<file path="src/hw/rtl/bdq_pkg.sv">
package bdq_pkg;

  // Field widths of one transaction
  localparam int unsigned OpW   = 3;
  localparam int unsigned DataW = 32;
  localparam int unsigned StatW = 2;
  localparam int unsigned PosW  = 5;
  localparam int unsigned TotW  = 5;

  // Operation codes
  localparam logic [OpW-1:0] OP_PUSH_FRONT = 3'd0;
  localparam logic [OpW-1:0] OP_PUSH_BACK  = 3'd1;
  localparam logic [OpW-1:0] OP_POP_FRONT  = 3'd2;
  localparam logic [OpW-1:0] OP_POP_BACK   = 3'd3;
  localparam logic [OpW-1:0] OP_SEARCH     = 3'd4;

  // Result status codes
  localparam logic [StatW-1:0] STAT_OK    = 2'd0;
  localparam logic [StatW-1:0] STAT_FULL  = 2'd1;
  localparam logic [StatW-1:0] STAT_EMPTY = 2'd2;

endpackage

</file>
<file path="src/hw/rtl/bounded_deque_with_search.sv">
// Sequence: a push, an unknown opcode, an empty pop and a search of an empty deque go
//   from accept straight to ST_DONE; other pops pass ST_POP first, and a search walks
//   in ST_SRCH until a match or its last live entry. ST_DONE loads the output register.
// Throughput: one transaction at a time; the search walk reads the entry memory
//   one entry per cycle through its single registered read port.
// Reset: rst_ni clears count, front pointer, sum and handshake state at once;
//   the entry memory is not cleared, and only live entries are ever read.
module bounded_deque_with_search
  import bdq_pkg::*;
#(
  parameter int unsigned DEPTH = 16
) (
  input  logic                    clk_i,
  input  logic                    rst_ni,
  input  logic                    in_valid_i,
  output logic                    in_stall_o,
  input  logic [OpW-1:0]          opcode_i,
  input  logic signed [DataW-1:0] value_i,
  output logic                    out_valid_o,
  input  logic                    out_stall_i,
  output logic [StatW-1:0]        status_o,
  output logic                    found_o,
  output logic [PosW-1:0]         position_o,
  output logic signed [DataW-1:0] popped_value_o,
  output logic [TotW-1:0]         entry_total_o,
  output logic signed [DataW-1:0] element_sum_o
);

  localparam int unsigned IW = (DEPTH > 1) ? $clog2(DEPTH) : 1;
  localparam int unsigned CW = $clog2(DEPTH + 1);
  localparam int unsigned SW = CW + 1;

  typedef enum logic [1:0] {
    ST_IDLE,
    ST_POP,
    ST_SRCH,
    ST_DONE
  } state_e;

  state_e            state_q;
  logic [IW-1:0]     front_q;
  logic [CW-1:0]     count_q;
  logic [DataW-1:0]  sum_q;
  logic [DataW-1:0]  key_q;
  logic [CW-1:0]     idx_q;
  logic              cmp_valid_q;
  logic [CW-1:0]     cmp_off_q;
  logic [StatW-1:0]  res_status_q;
  logic              res_found_q;
  logic [PosW-1:0]   res_pos_q;
  logic [DataW-1:0]  res_pop_q;
  logic              out_valid_q;
  logic [StatW-1:0]  out_status_q;
  logic              out_found_q;
  logic [PosW-1:0]   out_pos_q;
  logic [DataW-1:0]  out_pop_q;
  logic [TotW-1:0]   out_total_q;
  logic [DataW-1:0]  out_sum_q;

  logic [DataW-1:0]  entry_mem_q [DEPTH];
  logic [DataW-1:0]  rdata_q;

  logic              accept;
  logic              is_push;
  logic              is_pop;
  logic              full;
  logic              empty;
  logic [CW-1:0]     slot_off;
  logic [IW-1:0]     slot_d;
  logic [IW-1:0]     front_dec;
  logic [IW-1:0]     front_inc;
  logic              mem_we;
  logic              mem_re;
  logic [IW-1:0]     wr_addr;
  logic [CW:0]       match_pos;

  // Ring slot of an offset from the front; sum stays below 2*DEPTH for every slot that reaches the memory
  function automatic logic [IW-1:0] ring_slot(input logic [IW-1:0] base,
                                              input logic [CW-1:0] off);
    logic [SW-1:0] s;
    s = SW'(base) + SW'(off);
    if (s >= SW'(DEPTH)) begin
      s = s - SW'(DEPTH);
    end
    return s[IW-1:0];
  endfunction

  // Handshake and decode
  assign in_stall_o = (state_q != ST_IDLE);
  assign accept     = in_valid_i && !in_stall_o;
  assign is_push    = (opcode_i == OP_PUSH_FRONT) || (opcode_i == OP_PUSH_BACK);
  assign is_pop     = (opcode_i == OP_POP_FRONT) || (opcode_i == OP_POP_BACK);
  assign full       = (count_q == CW'(DEPTH));
  assign empty      = (count_q == '0);

  // Address generation
  always_comb begin
    priority if (state_q == ST_SRCH) begin
      slot_off = idx_q;
    end else if (opcode_i == OP_PUSH_BACK) begin
      slot_off = count_q;
    end else if (opcode_i == OP_POP_BACK) begin
      slot_off = count_q - CW'(1);
    end else begin
      slot_off = '0;
    end
  end

  assign slot_d    = ring_slot(front_q, slot_off);
  assign front_dec = (front_q == '0) ? IW'(DEPTH - 1) : front_q - IW'(1);
  assign front_inc = ring_slot(front_q, CW'(1));

  // Memory strobes; one transaction at a time keeps a write and a later read apart
  assign mem_we  = accept && is_push && !full;
  assign wr_addr = (opcode_i == OP_PUSH_FRONT) ? front_dec : slot_d;
  assign mem_re  = (accept && is_pop && !empty) ||
                   ((state_q == ST_SRCH) && (idx_q < count_q));

  assign match_pos = {1'b0, cmp_off_q} + (CW + 1)'(1);

  // Entry memory, registered read
  always_ff @(posedge clk_i) begin
    if (mem_we) begin
      entry_mem_q[wr_addr] <= value_i;
    end
    if (mem_re) begin
      rdata_q <= entry_mem_q[slot_d];
    end
  end

  // Sequencer, queue state and output register
  always_ff @(posedge clk_i or negedge rst_ni) begin
    if (!rst_ni) begin
      state_q      <= ST_IDLE;
      front_q      <= '0;
      count_q      <= '0;
      sum_q        <= '0;
      key_q        <= '0;
      idx_q        <= '0;
      cmp_valid_q  <= 1'b0;
      cmp_off_q    <= '0;
      res_status_q <= STAT_OK;
      res_found_q  <= 1'b0;
      res_pos_q    <= '0;
      res_pop_q    <= '0;
      out_valid_q  <= 1'b0;
      out_status_q <= STAT_OK;
      out_found_q  <= 1'b0;
      out_pos_q    <= '0;
      out_pop_q    <= '0;
      out_total_q  <= '0;
      out_sum_q    <= '0;
    end else begin
      // The completion state reloads the output register itself
      if (out_valid_q && !out_stall_i && (state_q != ST_DONE)) begin
        out_valid_q <= 1'b0;
      end

      unique case (state_q)
        ST_IDLE: begin
          if (accept) begin
            res_found_q <= 1'b0;
            res_pos_q   <= '0;
            res_pop_q   <= '0;
            if (is_push) begin
              state_q <= ST_DONE;
              if (full) begin
                res_status_q <= STAT_FULL;
              end else begin
                res_status_q <= STAT_OK;
                if (opcode_i == OP_PUSH_FRONT) begin
                  front_q <= front_dec;
                end
                count_q <= count_q + CW'(1);
                sum_q   <= sum_q + value_i;
              end
            end else if (is_pop) begin
              if (empty) begin
                res_status_q <= STAT_EMPTY;
                state_q      <= ST_DONE;
              end else begin
                res_status_q <= STAT_OK;
                if (opcode_i == OP_POP_FRONT) begin
                  front_q <= front_inc;
                end
                count_q <= count_q - CW'(1);
                state_q <= ST_POP;
              end
            end else if (opcode_i == OP_SEARCH) begin
              res_status_q <= STAT_OK;
              key_q        <= value_i;
              idx_q        <= '0;
              cmp_valid_q  <= 1'b0;
              state_q      <= empty ? ST_DONE : ST_SRCH;
            end else begin
              res_status_q <= STAT_OK;
              state_q      <= ST_DONE;
            end
          end
        end

        // Read data of the popped entry is back
        ST_POP: begin
          res_pop_q <= rdata_q;
          sum_q     <= sum_q - rdata_q;
          state_q   <= ST_DONE;
        end

        // Pipelined walk: issue offset idx_q, compare the previous read
        ST_SRCH: begin
          if (mem_re) begin
            idx_q <= idx_q + CW'(1);
          end
          cmp_off_q <= idx_q;
          if (cmp_valid_q && (rdata_q == key_q)) begin
            res_found_q <= 1'b1;
            res_pos_q   <= PosW'(match_pos);
            cmp_valid_q <= 1'b0;
            state_q     <= ST_DONE;
          end else if (cmp_valid_q && (cmp_off_q == count_q - CW'(1))) begin
            cmp_valid_q <= 1'b0;
            state_q     <= ST_DONE;
          end else begin
            cmp_valid_q <= mem_re;
          end
        end

        // Hand the result to the output register once it is free
        ST_DONE: begin
          if (!out_valid_q || !out_stall_i) begin
            out_valid_q  <= 1'b1;
            out_status_q <= res_status_q;
            out_found_q  <= res_found_q;
            out_pos_q    <= res_pos_q;
            out_pop_q    <= res_pop_q;
            out_total_q  <= TotW'(count_q);
            out_sum_q    <= sum_q;
            state_q      <= ST_IDLE;
          end
        end

        default: begin
          state_q <= ST_IDLE;
        end
      endcase
    end
  end

  assign out_valid_o    = out_valid_q;
  assign status_o       = out_status_q;
  assign found_o        = out_found_q;
  assign position_o     = out_pos_q;
  assign popped_value_o = out_pop_q;
  assign entry_total_o  = out_total_q;
  assign element_sum_o  = out_sum_q;

`ifndef SYNTHESIS
  // Occupancy never exceeds capacity
  a_count_bound: assert property (@(posedge clk_i) disable iff (!rst_ni)
    count_q <= CW'(DEPTH))
    else $error("entry count above capacity");

  // Front pointer stays inside the ring
  a_front_bound: assert property (@(posedge clk_i) disable iff (!rst_ni)
    SW'(front_q) < SW'(DEPTH))
    else $error("front pointer outside ring");

  // A rejected push only happens on a full queue, which it leaves full
  a_full_reject: assert property (@(posedge clk_i) disable iff (!rst_ni)
    (state_q == ST_DONE) && (res_status_q == STAT_FULL) |-> count_q == CW'(DEPTH))
    else $error("full status with free entries");

  // The search only compares live entries
  a_search_live: assert property (@(posedge clk_i) disable iff (!rst_ni)
    (state_q == ST_SRCH) && cmp_valid_q |-> cmp_off_q < count_q)
    else $error("search compared a dead entry");

  // A new result is only loaded from the completion state
  a_out_source: assert property (@(posedge clk_i) disable iff (!rst_ni)
    $rose(out_valid_q) |-> $past(state_q == ST_DONE))
    else $error("result loaded outside completion");
`endif

endmodule

</file>
<file path="config.mk">
export PLATFORM = sky130hd
export DESIGN_NAME = bounded_deque_with_search
export DESIGN_NICKNAME = d
export VERILOG_FILES = /design/src/hw/rtl/bdq_pkg.sv /design/src/hw/rtl/bounded_deque_with_search.sv
export SDC_FILE = /design/constraint.sdc
export NUM_CORES = 1
export LEC_CHECK = 0
export BUFFER_PORTS_ARGS = -buffer_cell sky130_fd_sc_hd__buf_2
export CORE_MARGIN = 2
export CORE_UTILIZATION = 50
export CTS_CLUSTER_SIZE = 30
export DETAILED_ROUTE_END_ITERATION = 10
export PLACE_DENSITY = 0.67
export SETUP_SLACK_MARGIN = 0.02
export SLEW_MARGIN = 20
export SYNTH_ARGS = -nofsm -noshare
export SYNTH_HDL_FRONTEND = slang
export SYNTH_SLANG_ARGS = --single-unit
</file>
<file path="constraint.sdc">
create_clock -name clk_i -period 6.9 [get_ports clk_i]
set_input_delay 0.69 -clock clk_i [delete_from_list [all_inputs] [get_ports clk_i]]
set_output_delay 0.69 -clock clk_i [all_outputs]
set_load 0.02 [all_outputs]
</file>
* Word level (Yosys, flattened, before mapping)
Memory sizes are Yosys's and may differ from the RTL's. A register that Yosys moved wholly into a read port is not among the register bits.
Cells that the tools add are included.
** Storage, ports and cells
- Memories kept :: 1
- Input bits :: 39
- Register bits after elaboration :: 204
- Output and inout port bits :: 79
- Bits in writable memories :: 512
** Memory list
- entry_mem_q :: depth 16, width 32, rd ports 1, clocked after memory_dff 1, write ports 1, line bounded_deque_with_search.sv:60 : logic [DataW-1:0] entry_mem_q [DEPTH];
** Cells by class
- Eq/ne operators :: 24
- Bitwise gates (word level) :: 2
- Magnitude comparators :: 3
- Reduce and logical (&&, ||, !) cells :: 39
- Add/subtract/negate cells :: 11
- Multiplexer cells :: 61
** Operators by type and width (number)
- two-way mux 32 bit :: 4
- case mux 32 bit (2 select lines) :: 2
- two-way mux 5 bit :: 14
- two-way mux 4 bit :: 10
- adder 32 bit :: 1
- == test 32 bit :: 1
- subtractor 32 bit :: 1
- != test 2 bit, second input constant :: 11
- two-way mux 2 bit :: 10
- case mux 5 bit (2 select lines) :: 2
- two-way mux 1 bit :: 16
- adder 5 x 1 -> 5 bit, second input constant :: 3
- AND reduction 5 bit :: 3
- subtractor 4 x 1 -> 4 bit, second input constant :: 3
- logical AND 1 bit :: 10
- nonzero test 2 bit :: 5
- case mux 2 bit (4 select lines) :: 1
- AND reduction 7 bit :: 1
- adder 4 x 5 -> 6 bit :: 1
- == test 3 x 2 -> 1 bit, second input constant :: 2
- >= comparator 6 x 5 -> 1 bit, second input constant :: 1
- AND reduction 2 bit :: 3
- AND reduction 3 bit :: 2
- AND reduction 6 bit :: 1
- other kinds (21) :: 32

* Depth between registers and ports, before layout
- Word-level depth :: 9
- Mapped depth :: 19
- Gate-level depth less buffers :: 19

* Worst setup path after synthesis
Ideal clock, no wire load.
- Kind :: register to register
- Start :: reg state_q[0]
- End :: mem entry_mem_q[13][0] (enable)
- Slack :: 1.615 ns
- Stages on the path, launching flop included :: 16
- Library setup time :: 0.421 ns
- Period minus slack after synthesis :: 5.285 ns
- Arrival :: 4.864 ns
- Cell sequence :: dfrtp_1 -> inv_1 -> ha_1 -> buf_1 -> clkbuf_1 -> nand2_1 -> o21ai_0 -> ha_1 -> inv_1 -> fa_1 -> xnor2_1 -> clkbuf_1 -> nand2_1 -> o21ai_0 -> nand2_1 -> nor2_1
** On the way
- Word-level cells in the longest chain between the ends :: 7
- Elaborated cells between the ends (all ways) :: 14
** RTL lines
- start: declaration :: line bounded_deque_with_search.sv:40 : state_e state_q;
- start signal: assignment :: line bounded_deque_with_search.sv:194 : state_q <= empty ? ST_DONE : ST_SRCH;
- branches (longest 7 deep; another with adder 4 x 5 -> 6 bit)
- end: declaration :: line bounded_deque_with_search.sv:60
Parallel ways; which one is timed is not known.

* Final worst setup path
- Start :: reg state_q[0]
- End :: mem entry_mem_q[10][4] (enable)
The elaborated chain is that of the path after synthesis.

==> metrics.md <==
| Metric | Value |
|---|---|
| Router iterations before antenna repair | `5` |
| Chain of cells forming the critical path | `inv_1 -> ha_1 -> nor2_1 -> nand2_1 -> o21ai_0 -> ha_1 -> a21o_1 -> a21oi_1 -> xnor2_1 -> xnor2_2 -> buf_4 -> a22o_1 -> nand2_1 -> nor2_4 -> buf_4` |
| Share of total power in combinational logic | `0.420` |
| Max-slew violations | `0` |
| Peak clock frequency supported by timing | `0.177 GHz` |
| Post-layout instance area | `0.0359 mm²` |
| Maximum number of buffers from clock root to sink | `3` |
| Final clock skew | `0.0218 ns` |
| Root Driver | `sky130_fd_sc_hd__clkbuf_16` |
| Floorplan die width | `255 µm` |
| Detailed Place HPWL | `46.6 mm` |
| Die Area | `0.0651 mm²` |
| Combinational family with the most area after synthesis | `multiplexers` |
| Reg-to-reg slack, setup | `1.27 ns` |
| Delay of the slowest cell on the worst path | `0.87 ns` |
| Detailed Route WL | `72.6 mm` |
| Number of gates resized after cts | `0` |
| Most frequent standard cell in the layout excluding fill and tap cells | `sky130_fd_sc_hd__edfxtp_1` |
| Minimum period implied by the final worst setup slack | `5.63 ns` |
| Final worst hold slack | `0.0868 ns` |
| Synthesis-stage register bit count | `748` |
| Number of hold violations in the final report | `0` |
| Port Buffers | `117` |
| Sinks on the clock net | `748` |
| Max-slew headroom at the worst pin | `0.268` |
| Gp weighted congestion | `0.898` |
| Top Family by Delay on Critical Path | `adder cells` |
| Fraction of the yosys area taken by sequential cells | `0.679` |
| Mux contribution to synthesized area | `0.158` |
| Clock power share | `0.227` |
| Internal power contribution | `11.6 mW` |
| Arrival time reported for the critical path endpoint | `5.92 ns` |
| Number of remaining DRC errors | `0` |
| EDFF count, synth | `544` |
| Largest driver fanout on the critical path | `24` |
| Setup-violating endpoint count in the final report | `0` |
| Cell leakage power | `13.0 nW` |
| Total CTS buffers | `76` |
| Cells after synthesis | `1,869` |
| Placed cell areas | `0.0334 mm²` |
| Average footprint of a synthesized cell | `16.9 µm²` |
| Slew at the pin closest to its max-slew limit | `1.09 ns` |
| Clock transition at the registers of the reported paths | `0.06 ns` |
| Number of placed I/O pins | `118` |
| Synthesis warning total | `0` |
| Synthesized-area fraction occupied by adder cells | `0.0215` |
| Fraction of the mapped netlist area in compound gates | `0.0521` |
| Source-to-sink clock delay at the later pin of the worst-skew pair | `0.62 ns` |
| Proportion of layout cells with a drive suffix above 1 | `0.274` |
| Kind of path behind the tightest hold check | `in -> async` |
| XOR/XNOR Fraction of Synth Area | `0.0291` |
| Placed Cells incl. Taps | `2,788` |
| Via count of the first global-routing pass | `17,400` |
| Post-Synth Simple-Gate Area | `0.0471` |
| Final routed wire length divided by cell count | `24.8 µm` |
| Clock tree from TritonCTS | `built` |
| Worst setup path category | `reg -> reg` |
| Relative area change from synthesis to final layout | `13.7%` |
| Net switching fraction of the power | `0.352` |
| Critical path endpoint category | `flip-flop` |
| Post-route setup TNS | `0 ns` |
| Wire length of the first global-routing pass | `110 mm` |
| Starting DRC count in detailed routing | `1,657` |
| Outcome | `completed` |
| Critical path launch point type | `flip-flop` |
| Async set or reset register ratio after synthesis | `0.273` |
| Peak supply drop | `0.404 mV` |
| Total power divided by cell area | `501 mW/mm²` |
| Number of max-cap violations | `0` |
| Period Utilization, post-route | `0.816` |
| Number of distinct standard cells referenced by the synthesized netlist | `64` |
| Number of core rows | `92` |
| Number of antenna violations at the first check in global routing | `4` |
| Max stage delay cell, worst path | `sky130_fd_sc_hd__xnor2_2` |
| Initial core utilization | `0.503` |
| Detailed-route vias per instance | `5.88` |
| Die Y-Extent | `255 µm` |
| Net Count, Synth | `1,961` |
| Overall routing resource usage | `0.231` |
| Endpoint required time on the critical path | `7.19 ns` |
| Core Footprint | `0.0627 mm²` |
| Synth Flop Type | `sky130_fd_sc_hd__edfxtp_1` |
| Largest net degree at the start of global routing | `87` |
| Number of routed nets with antenna violations | `0` |
| Net count reported at finish | `2,112` |
| Total setup buffers inserted after CTS | `0` |
| Buffers & Inverters on Critical Path | `3` |
| Final Util | `0.572` |
| Syn Std Cell Area | `0.0316 mm²` |
| Total overflow reported by the global router | `0` |
| Commonest cells after routing, fill and taps aside | `sky130_fd_sc_hd__edfxtp_1 (544), sky130_fd_sc_hd__dfrtp_1 (204), sky130_fd_sc_hd__mux4_2 (160), sky130_fd_sc_hd__buf_2 (116), sky130_fd_sc_hd__mux2_2 (110)` |
| Number of cells in the finished layout apart from fillers | `2,930` |
| # hold bufs at CTS | `0` |
| RSZ-0062 raised after global routing | `false` |
| Sequential power share | `0.352` |
| Switching Power | `6.32 mW` |
| Depth of the CTS H-tree | `3` |
| Detailed-route via count | `17,200` |
==> cell families after synthesis <==
group                      count (synthesis)
DFF                                      748
and+or+nand+nor                          311
muxes                                    284
AOI/OAI and AO/OA                        261
buffers and inverters                    107
xor gates and xnor gates                 105
adders and majority gates                 53
==> cell type report <==
type                    count  area (µm²)
clock inverters            45         458
fillers                  4761       26900
well taps                 846        1060
repair buffers            152         883
diodes                      2        5.00
multi-input cells        1014        9900
inverters                  28         105
clock buffers              95        2020
flip-flops and latches    748       21400
==> stage by stage <==
| stage | power (mW) | setup WS [ns] |
|---|---|---|
| 6_report | 18.0 | 1.27 |
| 3_3_place_gp | 13.9 | 1.11 |
| 5_1_grt | 19.0 | 0.895 |
| 2_1_floorplan | 11.8 | 1.62 |
| 4_1_cts | 18.1 | 0.884 |
| 3_5_place_dp | 14.0 | 0.989 |
==> final timing paths <==
check / startpoint / endpoint / cells after the start
max: state_q[0] / entry_mem_q[10][4] / 15
min: rst_ni / sum_q[5] / 1
max reg2reg: state_q[0] / entry_mem_q[10][4] / 15
min reg2reg: res_status_q[0] / res_status_q[0] / 2
max in group asynchronous: rst_ni / front_q[3] / 2
min in group clk_i: out_stall_i / out_valid_o / 2
==> sequential cells by signal, summed over array words and instances (netlist names), 32 cells and up <==
signal          flops
rdata_q            32
entry_mem_q       512
element_sum_o      32
popped_value_o     32
sum_q              32
res_pop_q          32
key_q              32
==> power by group through the flow <==
stage	combinational (mW)	clock [mW]	sequential, mW
floorplan	5.44	0	6.38
global placement	7.53	0	6.38
detailed placement	7.60	0	6.41
CTS	7.64	4.17	6.32
global route	8.20	4.35	6.40
finish	7.55	4.09	6.33
==> cells in the mapped netlist, types with 4 or more instances <==
library cell               instances  area (µm²)
sky130_fd_sc_hd__edfxtp_1        544       16300
sky130_fd_sc_hd__dfrtp_1         204        5100
sky130_fd_sc_hd__mux4_2          160        3600
sky130_fd_sc_hd__mux2_2          110        1240
sky130_fd_sc_hd__nand2_1         104         390
sky130_fd_sc_hd__o21ai_0          87         435
sky130_fd_sc_hd__nor2_1           82         308
sky130_fd_sc_hd__clkbuf_1         65         244
sky130_fd_sc_hd__a21oi_1          62         310
sky130_fd_sc_hd__xnor2_1          62         543
sky130_fd_sc_hd__ha_1             51         638
sky130_fd_sc_hd__xor2_1           43         377
sky130_fd_sc_hd__a22o_1           34         298
sky130_fd_sc_hd__inv_1            27         101
sky130_fd_sc_hd__a21o_1           21         158
sky130_fd_sc_hd__nand3_1          19        95.1
sky130_fd_sc_hd__nor3_1           17        85.1
sky130_fd_sc_hd__mux2i_1          14         140
sky130_fd_sc_hd__buf_1            13        48.8
sky130_fd_sc_hd__or3_1            12        75.1
sky130_fd_sc_hd__nand4_1          11        68.8
sky130_fd_sc_hd__nor2b_1           9        56.3
sky130_fd_sc_hd__and3_1            8        50.1
sky130_fd_sc_hd__nand2b_1          8        50.1
sky130_fd_sc_hd__nor4_1            7        43.8
sky130_fd_sc_hd__or2_2             7        43.8
sky130_fd_sc_hd__a22oi_1           6        45.0
sky130_fd_sc_hd__a31oi_1           5        31.3
sky130_fd_sc_hd__and2_1            5        31.3
sky130_fd_sc_hd__nand3b_1          5        37.5
sky130_fd_sc_hd__o21a_1            5        37.5
sky130_fd_sc_hd__o31ai_1           5        37.5
sky130_fd_sc_hd__o41ai_1           5        43.8
sky130_fd_sc_hd__a211oi_1          4        30.0
sky130_fd_sc_hd__nor3b_1           4        30.0
sky130_fd_sc_hd__o22ai_1           4        25.0
sky130_fd_sc_hd__or4_1             4        30.0
==> per-layer routing <==
layer | vias up | wire (µm) | global-route usage
met3 | 98 | 5400 | 0.0335
li1 | 7634 | - | -
met4 | 2 | 1640 | 0.0688
met1 | 8924 | 31000 | 0.338
met5 | - | 8 | 0
met2 | 581 | 34500 | 0.363
(Power assumes the default switching activity.)
